**config.mk**
```make
export PLATFORM = sky130hd
export DESIGN_NAME = lru_page_cache_table_core
export DESIGN_NICKNAME = d
export VERILOG_FILES = /design/src/rtl/core/lpc_pkg.sv /design/src/rtl/core/lpc_lookup.sv /design/src/rtl/core/lpc_table.sv /design/src/rtl/core/lru_page_cache_table_core.sv
export SDC_FILE = /design/constraint.sdc
export NUM_CORES = 1
export LEC_CHECK = 0
export BUFFER_PORTS_ARGS = -buffer_cell sky130_fd_sc_hd__buf_4
export CORE_MARGIN = 8
export CORE_UTILIZATION = 52
export CTS_CLUSTER_DIAMETER = 50
export DETAILED_ROUTE_END_ITERATION = 6
export PLACE_DENSITY_LB_ADDON = 0.15
export SLEW_MARGIN = 20
export SYNTH_ARGS = -nofsm -noshare
export SYNTH_HDL_FRONTEND = slang
export SYNTH_SLANG_ARGS = --single-unit
```
**constraint.sdc**
```tcl
create_clock -name clk_i -period 9.5 [get_ports clk_i]
set_input_delay 1.9 -clock clk_i [delete_from_list [all_inputs] [get_ports clk_i]]
set_output_delay 1.9 -clock clk_i [all_outputs]
set_load 0.02 [all_outputs]
```
**src/rtl/core/lpc_pkg.sv**
```systemverilog
`default_nettype none

package lpc_pkg;

  // Default table geometry.
  localparam int DefEntries = 8;
  localparam int DefKeyBits = 16;

  // Fixed field widths of the ports.
  localparam int PageBits = 16;
  localparam int CapBits  = 4;
  localparam int OccBits  = 4;

  // Capacity after reset.
  localparam logic [CapBits-1:0] CapReset = 4'd5;

  // Outcome of one lookup, passed from the lookup logic to the table.
  typedef struct packed {
    logic hit;
    logic evict;
  } lpc_op_t;

endpackage

`default_nettype wire

```
**src/rtl/core/lpc_lookup.sv**
```systemverilog
`default_nettype none

module lpc_lookup #(
  parameter int ENTRIES  = lpc_pkg::DefEntries,
  parameter int KEY_BITS = lpc_pkg::DefKeyBits
) (
  input  logic [KEY_BITS-1:0]                         key_i,
  input  logic [lpc_pkg::CapBits-1:0]                 capacity_i,
  input  logic [ENTRIES-1:0]                          valid_i,
  input  logic [ENTRIES-1:0][KEY_BITS-1:0]            keys_i,
  input  logic [ENTRIES-1:0][$clog2(ENTRIES)-1:0]     ranks_i,
  input  logic [$clog2(ENTRIES+1)-1:0]                count_i,
  output lpc_pkg::lpc_op_t                            op_o,
  output logic [ENTRIES-1:0]                          sel_oh_o,
  output logic [$clog2(ENTRIES+1)-1:0]                limit_o,
  output logic [KEY_BITS-1:0]                         evicted_key_o
);
  import lpc_pkg::*;

  localparam int RankBits = $clog2(ENTRIES);
  localparam int CntBits  = $clog2(ENTRIES + 1);
  localparam int CmpBits  = (CntBits > CapBits) ? CntBits : CapBits;

  logic [ENTRIES-1:0]  match;
  logic [ENTRIES-1:0]  hit_oh;
  logic [ENTRIES-1:0]  free_oh;
  logic [ENTRIES-1:0]  lru_oh;
  logic [RankBits-1:0] hit_rank;
  logic [KEY_BITS-1:0] lru_key;
  logic [CmpBits-1:0]  cap_ext;
  logic [CmpBits-1:0]  eff_cap;
  logic                full;
  logic [CntBits-1:0]  oldest_rank;

  // Parallel key compare against every resident entry.
  always_comb begin
    for (int i = 0; i < ENTRIES; i++) begin
      match[i] = valid_i[i] && (keys_i[i] == key_i);
    end
  end

  // Lowest-numbered match and lowest-numbered free entry.
  assign hit_oh  = match & (~match + ENTRIES'(1));
  assign free_oh = ~valid_i & (valid_i + ENTRIES'(1));

  // The least recent entry holds the rank one below the resident count.
  assign oldest_rank = count_i - CntBits'(1);

  always_comb begin
    for (int i = 0; i < ENTRIES; i++) begin
      lru_oh[i] = valid_i[i] && (CntBits'(ranks_i[i]) == oldest_rank);
    end
  end

  // Gather the rank of the hit entry and the key of the least recent entry.
  always_comb begin
    hit_rank = '0;
    lru_key  = '0;
    for (int i = 0; i < ENTRIES; i++) begin
      if (hit_oh[i]) begin
        hit_rank = hit_rank | ranks_i[i];
      end
      if (lru_oh[i]) begin
        lru_key = lru_key | keys_i[i];
      end
    end
  end

  // Capacity of zero acts as one; capacity above the table size saturates.
  assign cap_ext = CmpBits'(capacity_i);

  always_comb begin
    eff_cap = cap_ext;
    if (cap_ext == '0) begin
      eff_cap = CmpBits'(1);
    end
    if (cap_ext > CmpBits'(ENTRIES)) begin
      eff_cap = CmpBits'(ENTRIES);
    end
  end

  assign full = CmpBits'(count_i) >= eff_cap;

  // Pick the entry to promote or fill and the aging limit.
  always_comb begin
    op_o.hit      = |match;
    op_o.evict    = !(|match) && full;
    sel_oh_o      = free_oh;
    limit_o       = CntBits'(ENTRIES);
    evicted_key_o = '0;
    if (|match) begin
      sel_oh_o = hit_oh;
      limit_o  = CntBits'(hit_rank);
    end else if (full) begin
      sel_oh_o      = lru_oh;
      limit_o       = oldest_rank;
      evicted_key_o = lru_key;
    end
  end

endmodule

`default_nettype wire

```
**src/rtl/core/lpc_table.sv**
```systemverilog
`default_nettype none

module lpc_table #(
  parameter int ENTRIES  = lpc_pkg::DefEntries,
  parameter int KEY_BITS = lpc_pkg::DefKeyBits
) (
  input  logic                                        clk_i,
  input  logic                                        rst_ni,
  input  logic                                        upd_i,
  input  lpc_pkg::lpc_op_t                            op_i,
  input  logic [ENTRIES-1:0]                          sel_oh_i,
  input  logic [$clog2(ENTRIES+1)-1:0]                limit_i,
  input  logic [KEY_BITS-1:0]                         key_i,
  output logic [ENTRIES-1:0]                          valid_o,
  output logic [ENTRIES-1:0][KEY_BITS-1:0]            keys_o,
  output logic [ENTRIES-1:0][$clog2(ENTRIES)-1:0]     ranks_o,
  output logic [$clog2(ENTRIES+1)-1:0]                count_o,
  output logic [$clog2(ENTRIES+1)-1:0]                count_next_o
);
  import lpc_pkg::*;

  localparam int RankBits = $clog2(ENTRIES);
  localparam int CntBits  = $clog2(ENTRIES + 1);

  logic [ENTRIES-1:0]                valid_q, valid_d;
  logic [ENTRIES-1:0][RankBits-1:0]  rank_q, rank_d;
  logic [ENTRIES-1:0][KEY_BITS-1:0]  key_q;
  logic [CntBits-1:0]                count_q, count_d;
  logic                              insert;

  assign insert = upd_i && !op_i.hit && !op_i.evict;

  // Age every resident entry below the limit, then make the selected one newest.
  always_comb begin
    valid_d = valid_q;
    rank_d  = rank_q;
    if (upd_i) begin
      for (int i = 0; i < ENTRIES; i++) begin
        if (valid_q[i] && (CntBits'(rank_q[i]) < limit_i)) begin
          rank_d[i] = rank_q[i] + RankBits'(1);
        end
        if (sel_oh_i[i]) begin
          rank_d[i]  = '0;
          valid_d[i] = 1'b1;
        end
      end
    end
  end

  assign count_d = insert ? count_q + CntBits'(1) : count_q;

  // Control state: valid bits, ranks and resident count.
  always_ff @(posedge clk_i or negedge rst_ni) begin
    if (!rst_ni) begin
      valid_q <= '0;
      rank_q  <= '0;
      count_q <= '0;
    end else begin
      valid_q <= valid_d;
      rank_q  <= rank_d;
      count_q <= count_d;
    end
  end

  // Stored keys are written on a miss into the selected entry.
  always_ff @(posedge clk_i) begin
    for (int i = 0; i < ENTRIES; i++) begin
      if (upd_i && !op_i.hit && sel_oh_i[i]) begin
        key_q[i] <= key_i;
      end
    end
  end

  assign valid_o      = valid_q;
  assign keys_o       = key_q;
  assign ranks_o      = rank_q;
  assign count_o      = count_q;
  assign count_next_o = count_d;

  // The resident count always equals the number of valid entries.
  assert property (@(posedge clk_i) disable iff (!rst_ni)
    $countones(valid_q) == 32'(count_q))
    else $error("resident count differs from valid entries");

  // Every reference selects exactly one entry.
  assert property (@(posedge clk_i) disable iff (!rst_ni)
    upd_i |-> $onehot(sel_oh_i))
    else $error("reference did not select exactly one entry");

  // A plain insert grows the table by one.
  assert property (@(posedge clk_i) disable iff (!rst_ni)
    insert |=> count_q == $past(count_q) + CntBits'(1))
    else $error("insert did not grow the resident count");

endmodule

`default_nettype wire

```
**src/rtl/core/lru_page_cache_table_core.sv**
```systemverilog
`default_nettype none

// A reference is held in the input register and its result word in the result register;
// a result word is delayed while an earlier result word has not yet been taken by the receiver.
// Throughput: one reference per clock while result words are taken; the key compare and rank
// update over the table are done combinationally between the input register and the result register.
// Reset (asynchronous, active low) empties the table, clears the valid flags of both registers
// and sets the capacity to 5.

module lru_page_cache_table_core #(
  parameter int ENTRIES  = lpc_pkg::DefEntries,
  parameter int KEY_BITS = lpc_pkg::DefKeyBits
) (
  input  logic                          clk_i,
  input  logic                          rst_ni,
  input  logic                          cfg_we_i,
  input  logic [lpc_pkg::CapBits-1:0]   cfg_wdata_i,
  input  logic                          in_valid_i,
  output logic                          in_ready_o,
  input  logic [lpc_pkg::PageBits-1:0]  page_number_i,
  output logic                          out_valid_o,
  input  logic                          out_ready_i,
  output logic                          hit_o,
  output logic                          evicted_o,
  output logic [lpc_pkg::PageBits-1:0]  evicted_page_o,
  output logic [lpc_pkg::OccBits-1:0]   occupancy_o
);
  import lpc_pkg::*;

  localparam int RankBits = $clog2(ENTRIES);
  localparam int CntBits  = $clog2(ENTRIES + 1);

  logic [CapBits-1:0]                capacity_q;
  logic                              in_valid_q;
  logic [KEY_BITS-1:0]               key_q;
  logic                              proc;

  logic                              out_valid_q;
  logic                              hit_q;
  logic                              evicted_q;
  logic [PageBits-1:0]               evicted_page_q;
  logic [OccBits-1:0]                occupancy_q;

  lpc_op_t                           op;
  logic [ENTRIES-1:0]                sel_oh;
  logic [CntBits-1:0]                limit;
  logic [KEY_BITS-1:0]               evicted_key;
  logic [ENTRIES-1:0]                valid;
  logic [ENTRIES-1:0][KEY_BITS-1:0]  keys;
  logic [ENTRIES-1:0][RankBits-1:0]  ranks;
  logic [CntBits-1:0]                count;
  logic [CntBits-1:0]                count_next;

  // A held reference is processed whenever the result register is free or draining.
  assign proc       = in_valid_q && (!out_valid_q || out_ready_i);
  assign in_ready_o = !in_valid_q || proc;

  // Capacity register.
  always_ff @(posedge clk_i or negedge rst_ni) begin
    if (!rst_ni) begin
      capacity_q <= CapReset;
    end else if (cfg_we_i) begin
      capacity_q <= cfg_wdata_i;
    end
  end

  // Input register.
  always_ff @(posedge clk_i or negedge rst_ni) begin
    if (!rst_ni) begin
      in_valid_q <= 1'b0;
    end else if (in_ready_o) begin
      in_valid_q <= in_valid_i;
    end
  end

  always_ff @(posedge clk_i) begin
    if (in_valid_i && in_ready_o) begin
      key_q <= KEY_BITS'(page_number_i);
    end
  end

  lpc_lookup #(
    .ENTRIES  (ENTRIES),
    .KEY_BITS (KEY_BITS)
  ) u_lookup (
    .key_i         (key_q),
    .capacity_i    (capacity_q),
    .valid_i       (valid),
    .keys_i        (keys),
    .ranks_i       (ranks),
    .count_i       (count),
    .op_o          (op),
    .sel_oh_o      (sel_oh),
    .limit_o       (limit),
    .evicted_key_o (evicted_key)
  );

  lpc_table #(
    .ENTRIES  (ENTRIES),
    .KEY_BITS (KEY_BITS)
  ) u_table (
    .clk_i        (clk_i),
    .rst_ni       (rst_ni),
    .upd_i        (proc),
    .op_i         (op),
    .sel_oh_i     (sel_oh),
    .limit_i      (limit),
    .key_i        (key_q),
    .valid_o      (valid),
    .keys_o       (keys),
    .ranks_o      (ranks),
    .count_o      (count),
    .count_next_o (count_next)
  );

  // Result register valid flag.
  always_ff @(posedge clk_i or negedge rst_ni) begin
    if (!rst_ni) begin
      out_valid_q <= 1'b0;
    end else if (proc) begin
      out_valid_q <= 1'b1;
    end else if (out_ready_i) begin
      out_valid_q <= 1'b0;
    end
  end

  // Result word payload.
  always_ff @(posedge clk_i) begin
    if (proc) begin
      hit_q          <= op.hit;
      evicted_q      <= op.evict;
      evicted_page_q <= PageBits'(evicted_key);
      occupancy_q    <= OccBits'(count_next);
    end
  end

  assign out_valid_o    = out_valid_q;
  assign hit_o          = hit_q;
  assign evicted_o      = evicted_q;
  assign evicted_page_o = evicted_page_q;
  assign occupancy_o    = occupancy_q;

  // A processed reference always leaves a result word behind.
  assert property (@(posedge clk_i) disable iff (!rst_ni)
    proc |=> out_valid_q)
    else $error("processed reference produced no result word");

  // No page is reported unless an eviction took place.
  assert property (@(posedge clk_i) disable iff (!rst_ni)
    (out_valid_q && !evicted_q) |-> (evicted_page_q == '0))
    else $error("evicted page reported without eviction");

  // A hit never evicts.
  assert property (@(posedge clk_i) disable iff (!rst_ni)
    out_valid_q |-> !(hit_q && evicted_q))
    else $error("hit and eviction reported together");

endmodule

`default_nettype wire
```
==> results.md <==
Placed design:
- The final weighted congestion of routability-driven global placement is 0.970.
- The count of port buffers added during placement is 48.
- The post-detailed-placement half-perimeter wirelength is 23500 um.

STA:
- The smallest clock period supported by the final layout is computed as 5.39 ns.
- After routing, the total negative slack on setup checks comes to 0 ns.
- Of the available clock period, the critical path in the final layout requires 56.7%.
- Across all hold checks on the routed design, the worst slack comes to roughly 0.5 ns.
- The number of slew-limit violations in the final report is 0.
- The upper clock frequency limit is 186 MHz.
- The total count of hold-check failures in the final report came to 0.
- Measured against its own limit, the worst slew margin works out to 23.9%.
- Between clock sinks in the finished design, the worst skew comes to 0.0319 ns.
- At the pin with the least slew margin, the transition time is 1.14 ns.
- Setup repair after global routing left no endpoint under its margin.
- The setup violation total in the final timing report is 0.

Flow run:
- The total of max-cap violations is 0.

Finish:
- The fraction of final layout cells with drive strength greater than 1 is 13.6%.
- The multi-input combinational cells in the finished layout cover a total of 5150 sq um.
- The commonest non-fill, non-tap cell in the layout is sky130_fd_sc_hd__edfxtp_1.
- Registers take 6040 sq um.
- For this run, the post-layout net count is 1063.
- The number of inserted filler cells in the final layout is about 1800.
- From synthesis to final layout, the design area changed by 13.9%.
- In the layout the commonest cells are sky130_fd_sc_hd__edfxtp_1, sky130_fd_sc_hd__xnor2_1, sky130_fd_sc_hd__xor2_1.
- The repair_antennas step left the layout with diodes totalling 0.

Global routing:
- The initial antenna violation count is 0.
- Entering global routing, the biggest net connects 43 pins.
- The number of global-route vias before repair was around 8200.
- The first-pass GRT wire length is 50700 um.
- The overall fraction of global-route tracks in use is 25.1%.
- For this run the aggregate overflow at the end of global routing stands at 0.

Synthesis:
- The number of nets in the synthesized netlist is 1006.
- The most used flip-flop cell after synthesis is sky130_fd_sc_hd__edfxtp_1.
- The number of synthesis warnings is 0.
- Counting every instance in the synthesized netlist gives between 900 and 1000.
- The share of async-settable or async-resettable flops after synthesis is roughly 20%.
- The flop and latch count out of synthesis is 208.
- Dividing the synthesized area by the synthesized cell count gives 12.0 sq um.
- The netlist area before placement is 11400 sq um.
- The count of flip-flops with a built-in enable after synthesis is 166.
- The synthesized netlist contains a little under 80 unique library cells.
- Summing the sequential cell areas from Yosys gives 52.9% of the chip area.

CTS:
- CTS built an H-tree with a depth of 1.
- For this design, the CTS-stage hold fixing added 0 buffers.
- The clock latency on the worst-skew pair is 0.56 ns.
- The number of clock sinks is around 210.
- In this run, post-CTS repair resized a total of 0 instances.
- The number of buffers created by CTS is 27.
- The maximum root-to-sink buffer count is 3.
- After clock tree synthesis, the setup repair step added 0 buffers.
- In this run the clock root is driven by a sky130_fd_sc_hd__clkbuf_16.
- The CTS tree is done.
- The register clock-pin slew on the reported worst setup and hold paths is 0.06 ns.

Pwr:
- IR analysis of the VDD net gives a maximum drop of 0.000208 V.
- The internal portion of the total power is 0.00258 W.
- Sequential cells burn between 30% and 40% of the power.
- The reported leakage power is 4.73 nW.
- The total power divided by cell area is 333 nW/um^2.
- Net switching is 40.5% of the power.
- Overall power consumption after layout is estimated at ~0.0043 W.
- Per report_power, the combinational group accounts for 42.9% of the total.
- The proportion of power drawn by the clock network is about a quarter.
- The net load switching power is 0.00175 W.

Critical path:
- The critical path launch point type is a register.
- The maximum net fanout on the critical path is 19.
- The critical setup path kind is reg -> reg.
- STA puts the critical path data required time at a little under 10 ns.
- The worst setup path is captured at a register.
- The data arrival at the endpoint of the critical path is 5.83 ns.
- The worst register-to-register path has a setup slack of 4.11 ns.

Detailed routing:
- The length of the first detailed-routing pass in iterations is 5.
- After detailed routing, the number of remaining DRC violations is 0.
- The final routed wire length divided by cell count is roughly 26 um.
- The routed design has 33800 um of wire.
- The number of vias per cell after detailed routing is 6.32.
- The final route contains 8270 vias.
- The detail route stage leaves a number of antenna-violating nets equal to 0.
- The violation count after the first detailed-routing iteration is 733.

Hold path:
- The tightest min-delay check is of the reg -> reg type.

Floorplan:
- The floorplan has 54 rows.
- For this configuration, the core starts out at a cell density of 52.6%.
- Measured along the y axis, the die boundary spans ~160 um.
- The number of ports placed on the die boundary is 49.
- The floorplan step defined a die boundary enclosing 27000 sq um.
- From left edge to right edge, the die measures 164 um.
- The core region is roughly 22000 sq um.

Outcome:
- The run finished with clean final reports.
kinds of logic after synthesis:
kind of cell | after synthesis | share of synthesized area (%)
AND/OR/NAND/NOR | 297 | 14.8
flip-flops | 208 | 52.9
AO/OA/AOI/OAI | 175 | 12.0
XOR/XNOR | 157 | 12.3
buffers and inverters | 60 | 2.61
adder cells (fa/ha/maj) | 30 | 3.29
multiplexers | 24 | 2.15
stage by stage:
stage	area [sq um]	setup slack [ns]	std cells	util [%]
2_1_floorplan	11400	5.42	951	-
3_3_place_gp	12100	4.42	1259	55.8
3_5_place_dp	12100	4.30	1259	55.8
4_1_cts	13000	4.24	1308	60.0
5_1_grt	13000	3.77	1308	60.0
6_report	13000	4.11	1308	60.0
critical path, stage by stage, from the launching register on:
cell	delay, ns
sky130_fd_sc_hd__edfxtp_1	0.66
sky130_fd_sc_hd__xnor2_1	0.51
sky130_fd_sc_hd__nand4_1	0.18
sky130_fd_sc_hd__nor4b_1	0.61
sky130_fd_sc_hd__a22oi_1	0.19
sky130_fd_sc_hd__nand4_2	0.26
sky130_fd_sc_hd__nand2b_1	0.91
sky130_fd_sc_hd__nor2_1	0.07
sky130_fd_sc_hd__nor3_1	0.19
sky130_fd_sc_hd__and3_1	0.44
sky130_fd_sc_hd__ha_1	0.26
sky130_fd_sc_hd__o21a_1	0.11
sky130_fd_sc_hd__nor2_1	0.03
sky130_fd_sc_hd__o21a_1	0.17
sky130_fd_sc_hd__o21ai_0	0.41
sky130_fd_sc_hd__mux2i_1	0.25
cell type report:
type / instances / area share (%)
Clock inverter: 20 / 1.75
Inverter: 28 / 0.808
Tap cell: 280 / 2.69
Multi-Input combinational cell: 683 / 39.6
Clock buffer: 29 / 5.25
Sequential cell: 208 / 46.4
Timing Repair Buffer: 60 / 3.46
Yosys cell counts, types with 4 or more instances:
cell / n / share of area (%)
sky130_fd_sc_hd__o21ai_0: 18 / 0.79
sky130_fd_sc_hd__or4_1: 6 / 0.39
sky130_fd_sc_hd__nand2b_1: 25 / 1.4
sky130_fd_sc_hd__edfxtp_1: 166 / 44
sky130_fd_sc_hd__a21o_1: 4 / 0.26
sky130_fd_sc_hd__a21oi_1: 23 / 1.0
sky130_fd_sc_hd__and4_1: 4 / 0.31
sky130_fd_sc_hd__and2_1: 4 / 0.22
sky130_fd_sc_hd__dfrtp_1: 40 / 8.8
sky130_fd_sc_hd__a22o_1: 33 / 2.5
sky130_fd_sc_hd__nand2_1: 64 / 2.1
sky130_fd_sc_hd__buf_6: 5 / 0.49
sky130_fd_sc_hd__o22ai_1: 4 / 0.22
sky130_fd_sc_hd__nor3b_1: 4 / 0.26
sky130_fd_sc_hd__clkbuf_1: 13 / 0.43
sky130_fd_sc_hd__or3_1: 12 / 0.66
sky130_fd_sc_hd__nor3_2: 4 / 0.35
sky130_fd_sc_hd__mux2_2: 4 / 0.39
sky130_fd_sc_hd__nor2_1: 43 / 1.4
sky130_fd_sc_hd__nor3_1: 13 / 0.57
sky130_fd_sc_hd__xor2_1: 72 / 5.5
sky130_fd_sc_hd__buf_2: 7 / 0.31
sky130_fd_sc_hd__mux2i_1: 20 / 1.8
sky130_fd_sc_hd__nor4_1: 20 / 1.1
sky130_fd_sc_hd__inv_1: 28 / 0.92
sky130_fd_sc_hd__nand4_1: 24 / 1.3
sky130_fd_sc_hd__nor4b_1: 7 / 0.54
sky130_fd_sc_hd__and3_1: 14 / 0.77
sky130_fd_sc_hd__o21a_1: 10 / 0.66
sky130_fd_sc_hd__nand3_1: 26 / 1.1
sky130_fd_sc_hd__a221oi_1: 32 / 2.5
sky130_fd_sc_hd__xnor2_1: 83 / 6.4
sky130_fd_sc_hd__buf_4: 7 / 0.46
sky130_fd_sc_hd__ha_1: 30 / 3.3
sky130_fd_sc_hd__o211ai_1: 5 / 0.33
power by group through the flow:
stage	Combinational [W]	Sequential (W)	Clock [W]
global placement	0.00182	0.00145	0
detailed placement	0.00184	0.00145	0
CTS	0.00185	0.00144	0.00104
finish	0.00186	0.00144	0.00103
floorplan	0.00123	0.00142	0
global route	0.00201	0.00147	0.00107
path summary, 6_finish.rpt:
path,startpoint,end,cells after the start
max reg2reg,key_q[9],u_table.ranks_o[21],15
max in group asynchronous,rst_ni,u_table.ranks_o[4],1
min in group asynchronous,rst_ni,u_table.count_o[2],1
min,in_valid_q,out_valid_o,1
max,key_q[9],u_table.ranks_o[21],15
min reg2reg,in_valid_q,out_valid_o,1
registers in the layout, summed over array words and instances (netlist names), 4 cells and up:
register	flops
occupancy_o	4
u_table.keys_o	128
key_q	16
u_table.count_o	4
u_table.valid_o	8
u_table.ranks_o	24
capacity_q	4
evicted_page_o	16
per-layer routing:
metal | track usage (%) | wire [um]
met3 | 4.91 | 2670
met5 | 0 | 0
met1 | 32.3 | 13700
met4 | 10.3 | 1490
met2 | 40.9 | 15900
(Power assumes the default switching activity.)
